==> src/idlm_pkg.sv <==
// Package for the idle-loop CPU load monitor.
// Holds the shared codes, command and status structs; used by every module.
package idlm_pkg;

   localparam int unsigned PermilleFull = 1000;
   localparam logic [7:0]  ReportReset  = 8'd5;
   localparam logic [31:0] ClockReset   = 32'd480000000;
   localparam int unsigned DivSteps     = 64;

   // Configuration register indexes
   localparam logic CSR_REPORT_WINDOWS = 1'b0;
   localparam logic CSR_SYS_CLOCK_HZ   = 1'b1;

   // Result status codes
   localparam logic [2:0] ST_EMPTY     = 3'd0;
   localparam logic [2:0] ST_NOT_READY = 3'd1;
   localparam logic [2:0] ST_AWAIT     = 3'd2;
   localparam logic [2:0] ST_LOCKED    = 3'd3;
   localparam logic [2:0] ST_SAMPLE    = 3'd4;
   localparam logic [2:0] ST_REPORT    = 3'd5;

   typedef enum logic [4:0] {
      OP_NONE,
      OP_CAPTURE,
      OP_EMPTY,
      OP_NOT_READY,
      OP_LOCK,
      OP_WAIT,
      OP_MUL_LC,
      OP_MUL_RC,
      OP_REPLACE,
      OP_MUL_LK,
      OP_MUL_LS,
      OP_MUL_RS,
      OP_DIV_RCYC,
      OP_DIV_CYC,
      OP_DIV_EXP,
      OP_DIV_SUM,
      OP_DIV_FRM,
      OP_SET_EXP,
      OP_SET_LOAD,
      OP_ACCUM,
      OP_SET_LPS,
      OP_SET_ILPS,
      OP_SET_AVG,
      OP_SET_REPORT,
      OP_PUBLISH
   } dp_op_type;

   typedef struct packed {
      dp_op_type op;
   } dp_cmd_type;

   typedef struct packed {
      logic cyc_zero;
      logic ready;
      logic delta_zero;
      logic loops_zero;
      logic base_valid;
      logic load_zero;
      logic report_due;
      logic div_busy;
   } dp_status_type;

endpackage

==> src/idlm_datapath.sv <==
// Datapath of the load monitor: operand and state registers, one 32x32
// multiplier, one shared 64-bit restoring divider, result and output registers.
// Depends on idlm_pkg.
module idlm_datapath
   import idlm_pkg::*;
(
   input  logic          clock,
   input  logic          reset,
   input  dp_cmd_type    cmd,
   output dp_status_type status,
   input  logic [95:0]   req_tdata,
   input  logic          req_tuser,
   input  logic          csr_we,
   input  logic          csr_index,
   input  logic [31:0]   csr_wdata,
   output logic [127:0]  rsp_tdata,
   output logic [3:0]    rsp_tuser
);

   logic [7:0]  report_windows_ff;
   logic [31:0] sys_clock_hz_ff;

   logic [31:0] in_loops_ff, in_cycles_ff, delta_ff;
   logic        in_ready_ff;

   logic [31:0] ref_loops_ff, ref_cycles_ff, last_frames_ff, frame_sum_ff;
   logic        base_valid_ff;
   logic [7:0]  wait_count_ff, sample_count_ff;
   logic [17:0] load_sum_ff;
   logic [9:0]  load_max_ff;

   logic [63:0] prod_ff, prod_a_ff, exp_ff;

   logic [63:0] div_quo_ff, div_rem_ff, div_den_ff;
   logic [6:0]  div_count_ff;

   logic [2:0]  res_status_ff;
   logic        res_notice_ff;
   logic [9:0]  res_load_ff, res_avg_ff, res_max_ff;
   logic [31:0] res_lps_ff, res_ilps_ff, res_fpw_ff;

   logic [127:0] rsp_data_ff;
   logic [3:0]   rsp_user_ff;

   logic [31:0] mul_a, mul_b;
   logic [63:0] div_num, div_den;
   logic [64:0] rem_shift;
   logic        rem_ge;
   logic [64:0] rem_diff;
   logic [7:0]  wait_next;
   logic [7:0]  sample_next;
   logic [9:0]  load_new;

   always_comb begin
      case (cmd.op)
         OP_MUL_LC: begin mul_a = in_loops_ff;  mul_b = ref_cycles_ff; end
         OP_MUL_RC: begin mul_a = ref_loops_ff; mul_b = in_cycles_ff;  end
         OP_MUL_LK: begin mul_a = in_loops_ff;  mul_b = 32'(PermilleFull); end
         OP_MUL_LS: begin mul_a = in_loops_ff;  mul_b = sys_clock_hz_ff; end
         default:   begin mul_a = ref_loops_ff; mul_b = sys_clock_hz_ff; end
      endcase
   end

   always_comb begin
      case (cmd.op)
         OP_DIV_CYC: begin div_num = prod_ff; div_den = {32'd0, in_cycles_ff}; end
         OP_DIV_EXP: begin div_num = prod_ff; div_den = exp_ff; end
         OP_DIV_SUM: begin
            div_num = {46'd0, load_sum_ff};
            div_den = {56'd0, sample_count_ff};
         end
         OP_DIV_FRM: begin
            div_num = {32'd0, frame_sum_ff};
            div_den = {56'd0, sample_count_ff};
         end
         default:    begin div_num = prod_ff; div_den = {32'd0, ref_cycles_ff}; end
      endcase
   end

   assign rem_shift   = {div_rem_ff, div_quo_ff[63]};
   assign rem_ge      = rem_shift >= {1'b0, div_den_ff};
   assign rem_diff    = rem_shift - {1'b0, div_den_ff};
   assign wait_next   = wait_count_ff + 8'd1;
   assign sample_next = sample_count_ff + 8'd1;
   assign load_new    = 10'(PermilleFull) - div_quo_ff[9:0];

   always_comb begin
      status.cyc_zero   = in_cycles_ff == 32'd0;
      status.ready      = in_ready_ff;
      status.delta_zero = delta_ff == 32'd0;
      status.loops_zero = in_loops_ff == 32'd0;
      status.base_valid = base_valid_ff;
      status.load_zero  = (exp_ff == 64'd0) || ({32'd0, in_loops_ff} >= exp_ff);
      status.report_due = sample_count_ff >= report_windows_ff;
      status.div_busy   = div_count_ff != 7'd0;
   end

   // Control-like state with reset
   always_ff @(posedge clock) begin
      if (reset) begin
         report_windows_ff <= ReportReset;
         sys_clock_hz_ff   <= ClockReset;
         ref_loops_ff      <= '0;
         ref_cycles_ff     <= '0;
         base_valid_ff     <= 1'b0;
         wait_count_ff     <= '0;
         last_frames_ff    <= '0;
         load_sum_ff       <= '0;
         load_max_ff       <= '0;
         frame_sum_ff      <= '0;
         sample_count_ff   <= '0;
         div_count_ff      <= '0;
      end else begin
         if (csr_we) begin
            case (csr_index)
               CSR_REPORT_WINDOWS: report_windows_ff <= csr_wdata[7:0];
               CSR_SYS_CLOCK_HZ:   sys_clock_hz_ff   <= csr_wdata;
               default: ;
            endcase
         end
         if (div_count_ff != 7'd0) begin
            div_count_ff <= div_count_ff - 7'd1;
         end
         case (cmd.op)
            OP_CAPTURE: last_frames_ff <= req_tdata[95:64];
            OP_NOT_READY: begin
               base_valid_ff   <= 1'b0;
               wait_count_ff   <= '0;
               load_sum_ff     <= '0;
               load_max_ff     <= '0;
               frame_sum_ff    <= '0;
               sample_count_ff <= '0;
            end
            OP_LOCK: begin
               ref_loops_ff    <= in_loops_ff;
               ref_cycles_ff   <= in_cycles_ff;
               base_valid_ff   <= 1'b1;
               wait_count_ff   <= '0;
               load_sum_ff     <= '0;
               load_max_ff     <= '0;
               frame_sum_ff    <= '0;
               sample_count_ff <= '0;
            end
            OP_WAIT: begin
               wait_count_ff <= (wait_next >= report_windows_ff) ? 8'd0 : wait_next;
            end
            OP_REPLACE: begin
               if (prod_a_ff > prod_ff) begin
                  ref_loops_ff  <= in_loops_ff;
                  ref_cycles_ff <= in_cycles_ff;
               end
            end
            OP_DIV_RCYC, OP_DIV_CYC, OP_DIV_EXP, OP_DIV_SUM, OP_DIV_FRM: begin
               div_count_ff <= (div_den == 64'd0) ? 7'd0 : 7'(DivSteps);
            end
            OP_ACCUM: begin
               load_sum_ff     <= load_sum_ff + {8'd0, res_load_ff};
               if (res_load_ff > load_max_ff) load_max_ff <= res_load_ff;
               frame_sum_ff    <= frame_sum_ff + delta_ff;
               sample_count_ff <= sample_next;
            end
            OP_SET_REPORT: begin
               load_sum_ff     <= '0;
               load_max_ff     <= '0;
               frame_sum_ff    <= '0;
               sample_count_ff <= '0;
            end
            default: ;
         endcase
      end
   end

   // Payload registers
   always_ff @(posedge clock) begin
      if (div_count_ff != 7'd0) begin
         div_quo_ff <= {div_quo_ff[62:0], rem_ge};
         div_rem_ff <= rem_ge ? rem_diff[63:0] : rem_shift[63:0];
      end
      case (cmd.op)
         OP_CAPTURE: begin
            in_loops_ff   <= req_tdata[31:0];
            in_cycles_ff  <= req_tdata[63:32];
            in_ready_ff   <= req_tuser;
            delta_ff      <= req_tdata[95:64] - last_frames_ff;
            res_status_ff <= ST_EMPTY;
            res_notice_ff <= 1'b0;
            res_load_ff   <= '0;
            res_avg_ff    <= '0;
            res_max_ff    <= '0;
            res_lps_ff    <= '0;
            res_ilps_ff   <= '0;
            res_fpw_ff    <= '0;
         end
         OP_NOT_READY: res_status_ff <= ST_NOT_READY;
         OP_LOCK:      res_status_ff <= ST_LOCKED;
         OP_WAIT: begin
            res_status_ff <= ST_AWAIT;
            res_notice_ff <= wait_next >= report_windows_ff;
         end
         OP_MUL_LC: prod_a_ff <= mul_a * mul_b;
         OP_MUL_RC, OP_MUL_LK, OP_MUL_LS, OP_MUL_RS: prod_ff <= mul_a * mul_b;
         OP_DIV_RCYC, OP_DIV_CYC, OP_DIV_EXP, OP_DIV_SUM, OP_DIV_FRM: begin
            div_quo_ff <= (div_den == 64'd0) ? 64'd0 : div_num;
            div_rem_ff <= '0;
            div_den_ff <= div_den;
         end
         OP_SET_EXP:  exp_ff <= div_quo_ff;
         OP_SET_LOAD: res_load_ff <= load_new;
         OP_ACCUM:    res_status_ff <= ST_SAMPLE;
         OP_SET_LPS:  res_lps_ff <= div_quo_ff[31:0];
         OP_SET_ILPS: res_ilps_ff <= div_quo_ff[31:0];
         OP_SET_AVG: begin
            res_avg_ff <= (div_quo_ff > 64'(PermilleFull)) ? 10'(PermilleFull)
                                                          : div_quo_ff[9:0];
         end
         OP_SET_REPORT: begin
            res_fpw_ff    <= div_quo_ff[31:0];
            res_max_ff    <= load_max_ff;
            res_status_ff <= ST_REPORT;
         end
         OP_PUBLISH: begin
            rsp_data_ff <= {2'b00, res_fpw_ff, res_ilps_ff, res_lps_ff,
                            res_max_ff, res_avg_ff, res_load_ff};
            rsp_user_ff <= {res_notice_ff, res_status_ff};
         end
         default: ;
      endcase
   end

   assign rsp_tdata = rsp_data_ff;
   assign rsp_tuser = rsp_user_ff;

endmodule

==> src/idlm_controller.sv <==
// Sequencer of the load monitor: walks one request through the datapath
// operations and owns the request/result handshake. Depends on idlm_pkg.
module idlm_controller
   import idlm_pkg::*;
(
   input  logic          clock,
   input  logic          reset,
   input  dp_status_type status,
   output dp_cmd_type    cmd,
   input  logic          req_tvalid,
   output logic          req_tready,
   output logic          rsp_tvalid,
   input  logic          rsp_tready
);

   typedef enum logic [4:0] {
      S_IDLE, S_DECIDE, S_CMP_B, S_REPLACE, S_EXP_MUL, S_EXP_DIV, S_EXP_WAIT,
      S_LOAD_CHK, S_LOAD_DIV, S_LOAD_WAIT, S_ACCUM, S_LPS_MUL, S_LPS_DIV,
      S_LPS_WAIT, S_ILPS_MUL, S_ILPS_DIV, S_ILPS_WAIT, S_RPT_CHK, S_AVG_WAIT,
      S_FPW_DIV, S_FPW_WAIT, S_DONE
   } state_type;

   state_type state_ff, state_in;
   logic      lock_ff, lock_in;
   logic      out_valid_ff, out_valid_in;

   always_comb begin
      state_in     = state_ff;
      lock_in      = lock_ff;
      out_valid_in = out_valid_ff && !rsp_tready;
      cmd.op       = OP_NONE;
      case (state_ff)
         S_IDLE: if (req_tvalid) begin cmd.op = OP_CAPTURE; state_in = S_DECIDE; end
         S_DECIDE: begin
            lock_in = 1'b0;
            if (status.cyc_zero) begin
               cmd.op = OP_EMPTY; state_in = S_DONE;
            end else if (!status.ready) begin
               cmd.op = OP_NOT_READY; state_in = S_DONE;
            end else if (status.delta_zero && !status.loops_zero && !status.base_valid) begin
               cmd.op = OP_LOCK; lock_in = 1'b1; state_in = S_ILPS_MUL;
            end else if (status.delta_zero && !status.loops_zero) begin
               cmd.op = OP_MUL_LC; state_in = S_CMP_B;
            end else if (!status.base_valid) begin
               cmd.op = OP_WAIT; state_in = S_DONE;
            end else begin
               cmd.op = OP_MUL_RC; state_in = S_EXP_DIV;
            end
         end
         S_CMP_B:   begin cmd.op = OP_MUL_RC;   state_in = S_REPLACE;  end
         S_REPLACE: begin cmd.op = OP_REPLACE;  state_in = S_EXP_MUL;  end
         S_EXP_MUL: begin cmd.op = OP_MUL_RC;   state_in = S_EXP_DIV;  end
         S_EXP_DIV: begin cmd.op = OP_DIV_RCYC; state_in = S_EXP_WAIT; end
         S_EXP_WAIT: if (!status.div_busy) begin
            cmd.op = OP_SET_EXP; state_in = S_LOAD_CHK;
         end
         S_LOAD_CHK: begin
            if (status.load_zero) state_in = S_ACCUM;
            else begin cmd.op = OP_MUL_LK; state_in = S_LOAD_DIV; end
         end
         S_LOAD_DIV: begin cmd.op = OP_DIV_EXP; state_in = S_LOAD_WAIT; end
         S_LOAD_WAIT: if (!status.div_busy) begin
            cmd.op = OP_SET_LOAD; state_in = S_ACCUM;
         end
         S_ACCUM:   begin cmd.op = OP_ACCUM;  state_in = S_LPS_MUL;  end
         S_LPS_MUL: begin cmd.op = OP_MUL_LS; state_in = S_LPS_DIV;  end
         S_LPS_DIV: begin cmd.op = OP_DIV_CYC; state_in = S_LPS_WAIT; end
         S_LPS_WAIT: if (!status.div_busy) begin
            cmd.op = OP_SET_LPS; state_in = S_ILPS_MUL;
         end
         S_ILPS_MUL: begin cmd.op = OP_MUL_RS;   state_in = S_ILPS_DIV;  end
         S_ILPS_DIV: begin cmd.op = OP_DIV_RCYC; state_in = S_ILPS_WAIT; end
         S_ILPS_WAIT: if (!status.div_busy) begin
            cmd.op = OP_SET_ILPS; state_in = lock_ff ? S_DONE : S_RPT_CHK;
         end
         S_RPT_CHK: begin
            if (status.report_due) begin cmd.op = OP_DIV_SUM; state_in = S_AVG_WAIT; end
            else state_in = S_DONE;
         end
         S_AVG_WAIT: if (!status.div_busy) begin
            cmd.op = OP_SET_AVG; state_in = S_FPW_DIV;
         end
         S_FPW_DIV: begin cmd.op = OP_DIV_FRM; state_in = S_FPW_WAIT; end
         S_FPW_WAIT: if (!status.div_busy) begin
            cmd.op = OP_SET_REPORT; state_in = S_DONE;
         end
         S_DONE: if (!out_valid_ff || rsp_tready) begin
            cmd.op = OP_PUBLISH; out_valid_in = 1'b1; state_in = S_IDLE;
         end
         default: state_in = S_IDLE;
      endcase
   end

   always_ff @(posedge clock) begin
      if (reset) begin
         state_ff     <= S_IDLE;
         lock_ff      <= 1'b0;
         out_valid_ff <= 1'b0;
      end else begin
         state_ff     <= state_in;
         lock_ff      <= lock_in;
         out_valid_ff <= out_valid_in;
      end
   end

   assign req_tready = state_ff == S_IDLE;
   assign rsp_tvalid = out_valid_ff;

endmodule

==> src/idle_loop_cpu_load_monitor_unit.sv <==
// Top level of the idle-loop CPU load monitor: controller plus datapath.
// Empty, not-ready and waiting windows take the short path; a baseline lock, a
// sample and a sample with report also wait on the shared divider, which yields
// one quotient bit a cycle.
// Throughput: one request at a time; the next is accepted once the last result
// is in the output register. Reset (synchronous, high) clears baseline and statistics.
module idle_loop_cpu_load_monitor_unit
   import idlm_pkg::*;
(
   input  logic         clock,
   input  logic         reset,
   input  logic         req_tvalid,
   output logic         req_tready,
   input  logic [95:0]  req_tdata,   // loop count, cycle count, frame counter
   input  logic         req_tuser,   // runtime up flag
   output logic         rsp_tvalid,
   input  logic         rsp_tready,
   output logic [127:0] rsp_tdata,   // load, avg, max (10 each), loop rate,
                                     // idle loop rate, frames_per_window, pad
   output logic [3:0]   rsp_tuser,   // status (3), wait_notice
   input  logic         csr_we,
   input  logic         csr_index,
   input  logic [31:0]  csr_wdata
);

   dp_cmd_type    cmd;
   dp_status_type status;

   // Sequencer: one datapath operation per cycle, waits on the divider
   idlm_controller u_ctrl (
      .clock, .reset, .status, .cmd,
      .req_tvalid, .req_tready, .rsp_tvalid, .rsp_tready
   );

   // Datapath: multiplier, divider, baseline and statistics registers
   idlm_datapath u_dp (
      .clock, .reset, .cmd, .status,
      .req_tdata, .req_tuser,
      .csr_we, .csr_index, .csr_wdata,
      .rsp_tdata, .rsp_tuser
   );

endmodule

==> config.mk <==
export PLATFORM = sky130hd
export DESIGN_NAME = idle_loop_cpu_load_monitor_unit
export DESIGN_NICKNAME = d
export VERILOG_FILES = /design/src/idlm_pkg.sv /design/src/idlm_datapath.sv /design/src/idlm_controller.sv /design/src/idle_loop_cpu_load_monitor_unit.sv
export SDC_FILE = /design/constraint.sdc
export NUM_CORES = 2
export LEC_CHECK = 0
export BUFFER_PORTS_ARGS = -buffer_cell sky130_fd_sc_hd__buf_2
export CORE_ASPECT_RATIO = 1.2
export CORE_MARGIN = 3
export CORE_UTILIZATION = 30
export DETAILED_ROUTE_END_ITERATION = 16
export GPL_TIMING_DRIVEN = 0
export HOLD_SLACK_MARGIN = 0.08
export PLACE_DENSITY = 0.51
export SYNTH_ARGS = -nofsm -noshare
export SYNTH_HDL_FRONTEND = slang
export SYNTH_SLANG_ARGS = --single-unit
==> constraint.sdc <==
create_clock -name clock -period 25.8 [get_ports clock]
set_input_delay 5.16 -clock clock [delete_from_list [all_inputs] [get_ports clock]]
set_output_delay 5.16 -clock clock [all_outputs]
set_load 0.1 [all_outputs]
==> run_results.csv <==
group,metric,value,unit
cts,cts_buffers,92,
setup_path,r2r-start,"u_dp.in_cycles_ff[30]",
setup_path,r2r_end,"u_dp.prod_ff[57]",
routing,drtIter0Drc,5434,
sta,hold_viol_final,0,
setup_path,crit_fanout,10,
cts,cts_resized,0,
logic_synthesis,synthArstFlopShare,0,
logic_synthesis,synth_cell_type_count,106,
cts,postCtsHoldBufs,0,
grt,grt_util_all_layers,0.237,
setup_path,end_kind,"flip-flop",
grt,grt_pass1_vias,64300,
floorplanning,die_w,477,um
grt,grt_first_pass_wirelength,466000,um
place,place_area,86100,um2
sta,finalCriticalPeriod,17960,ps
sta,slew_viol_final,6,
cts,clk_latency,730,ps
sta,setup_viol,0,
cts,clock-sinks,968,
setup_path,critPathLaunchType,"primary input",
cts,clk_pin_slew_worst_paths,70,ps
floorplanning,rows,206,
final_layout,nNetsFinal,10000,
grt,antenna_found_initial,16,
logic_synthesis,syn_avg_cell_area,9.92,um2
setup_path,arrival,18430,ps
sta,fmax,0.0557,GHz
cts,clockBufferDepth,3,
cts,postCtsSetupBuffers,0,
final_layout,area_growth,11.6,%
setup_path,cp-startpoint,"req_tvalid",
routing,wirelength,330000,um
place,gp_congestion,1.01,
grt,grt_overflow,0,
logic_synthesis,synth_area,79900,um2
setup_path,cp_data_required_time,26270,ps
setup_path,path_common_cell,"fa_1",
setup_path,criticalPathCategory,"in -> reg",
logic_synthesis,ys_seq_elements,968,
routing,viasPerCell,5.18,
logic_synthesis,syn_inst,8061,
routing,drc_errors,0,
logic_synthesis,synth_flop_cell,"edfxtp_1",
logic_synthesis,yosysSeqAreaShare,0.327,
final_layout,fill_cells,27000,
setup_path,reg2reg_depth,38,
final_layout,drive_above_1_share,0.0835,
grt,grt_max_degree,65,
final_layout,fin_area,89200,um2
run,drv_cap,2,
routing,vias,62500,
routing,postRouteAntennaNets,0,
routing,first_pass_iters,7,
cts,htree_levels,3,
floorplanning,io_pins,269,
outcome,status,"complete, but fails checks",
place,numPortBuffers,266,
sta,timing.final.crit_share,0.696,
cts,cts_tree,"yes",
sta,relSlewSlack,-0.0484,
place,hpwlAfterDp,271000,um
logic_synthesis,synth-edff-count,677,
setup_path,max_stage_delay,1230,ps
floorplanning,start_util,0.303,
floorplanning,fp.coreArea,264000,um2
sta,worstMarginPinSlew,1530,ps
final_layout,final_common_cell,"inv_1",
outcome,violations,"max-capacitance violations, max-slew violations",
sta,rsz0062_at_grt,"no",
floorplanning,die_h,571,um
setup_path,critical_path.endpoint,"u_dp.prod_ff[57]",
sta,skew,63.2,ps
hold_path,hold_path.class,"reg -> reg",
setup_path,r2r_slack,11210,ps
floorplanning,dieArea,273000,um2
setup_path,crit_slowest_cell,"mux2i_1",
cts,cts_root_buf,"clkbuf_16",
logic_synthesis,ys_warn_count,0,
final_layout,final_cell_mix,"inv_1, nor2_1, fa_1",
routing,wl_per_cell,27.3,um
## kinds of logic after synthesis
| logic type | after synthesis | share of synthesized area |
|---|---|---|
| AND/OR/NAND/NOR | 2413 | 0.135 |
| buffers and inverters | 1591 | 0.0786 |
| adder cells (fa/ha/maj) | 1425 | 0.308 |
| AO/OA/AOI/OAI | 1326 | 0.109 |
| flip-flops | 968 | 0.327 |
| XOR/XNOR | 190 | 0.0208 |
| multiplexers | 147 | 0.0213 |
| other | 1 | 0.0000469 |
## Yosys cell counts (all sizes together), types with 51 or more instances
master | n | area, um2
nand2 | 788 | 2960
xor2 | 64 | 561
ha | 525 | 6570
edfxtp | 677 | 20300
dfxtp | 291 | 5830
mux2i | 114 | 1250
nor4 | 96 | 616
o21ai | 230 | 1150
a22o | 94 | 823
a21o | 167 | 1250
xnor2 | 126 | 1100
nor3 | 70 | 360
nand3 | 80 | 400
a31oi | 64 | 400
and3 | 75 | 469
nor2 | 912 | 3440
a21oi | 394 | 1980
inv | 1210 | 4540
nand4 | 72 | 450
fa | 900 | 18000
buf | 180 | 982
and2 | 127 | 797
nand2b | 51 | 319
clkbuf | 201 | 757
## worst min-delay path by stage
stage | start | to | slack (ps) | cells after the start
2_1_floorplan | u_dp.res_fpw_ff[6] | u_dp.rsp_tdata[100] | 400 | 0
3_3_place_gp | u_dp.res_ilps_ff[7] | u_dp.rsp_tdata[69] | 400 | 0
3_5_place_dp | u_dp.res_fpw_ff[11] | u_dp.rsp_tdata[105] | 400 | 0
4_1_cts | u_dp.res_fpw_ff[12] | u_dp.rsp_tdata[106] | 420 | 0
5_1_grt | u_dp.res_ilps_ff[12] | u_dp.rsp_tdata[74] | 420 | 0
6_report | u_dp.res_lps_ff[6] | u_dp.rsp_tdata[36] | 410 | 0
## cell type report
type                       instances  area, um2  share of cell area
tap                             3536       4420              0.0496
clock buffer                     107       2370              0.0265
buffer                           381       1750              0.0196
clock inverter                    67        726             0.00813
multi-input combinational       5503      47500               0.533
inverter                        1210       4540              0.0509
sequential                       968      26200               0.293
antenna                            5       12.5            0.000140
timing repair buffer             293       1710              0.0191
## routing by layer
| layer | wire [um] | part of all wire | vias up | GRT usage |
|---|---|---|---|---|
| li1 | - | - | 27600 | - |
| met1 | 124000 | 0.38 | 31800 | 0.274 |
| met2 | 161000 | 0.49 | 2425 | 0.413 |
| met3 | 18800 | 0.057 | 700 | 0.0326 |
| met4 | 26300 | 0.080 | 0 | 0.154 |
| met5 | 0 | 0 | - | 0 |
## registers in the layout, summed over array words and instances (netlist names), 10 cells and up
name and count:
u_dp.delta_ff 32, u_dp.prod_ff 64, u_dp.frame_sum_ff 32, u_dp.rsp_tdata 126, u_dp.div_den_ff 64, u_dp.ref_cycles_ff 32, u_dp.exp_ff 64, u_dp.load_sum_ff 18
u_dp.in_loops_ff 32, u_dp.ref_loops_ff 32, u_dp.res_fpw_ff 32, u_dp.in_cycles_ff 32, u_dp.load_max_ff 10, u_dp.last_frames_ff 32, u_dp.res_ilps_ff 32, u_dp.res_load_ff 10
u_dp.res_lps_ff 32, u_dp.sys_clock_hz_ff 32, u_dp.res_max_ff 10, u_dp.div_rem_ff 64, u_dp.div_quo_ff 64, u_dp.prod_a_ff 64, u_dp.res_avg_ff 10
## worst max-delay path: cells and delay by family
family,cells,cell delay [ps]
buffers and inverters,10,2020
multiplexers,1,1230
AND/OR/NAND/NOR,7,1850
AO/OA/AOI/OAI,10,3410
adder cells (fa/ha/maj),9,4630
## per-stage QoR
stage / TNS (ps) / cells / setup slack (ps) / util / hold WS (ps)
after CTS: 0 / 12100 / 8230 / 0.338 / 417
after detailed placement: 0 / 11900 / 7480 / 0.327 / 405
final: 0 / 12100 / 7840 / 0.338 / 415
after global routing: 0 / 12100 / 7540 / 0.338 / 417
after global placement: -6150 / 11900 / -414 / 0.325 / 400
after floorplan: 0 / 8062 / 6130 / - / 400
Power is not shown: default switching activity piles up to over one toggle a cycle in this logic, so the estimate is an artifact.
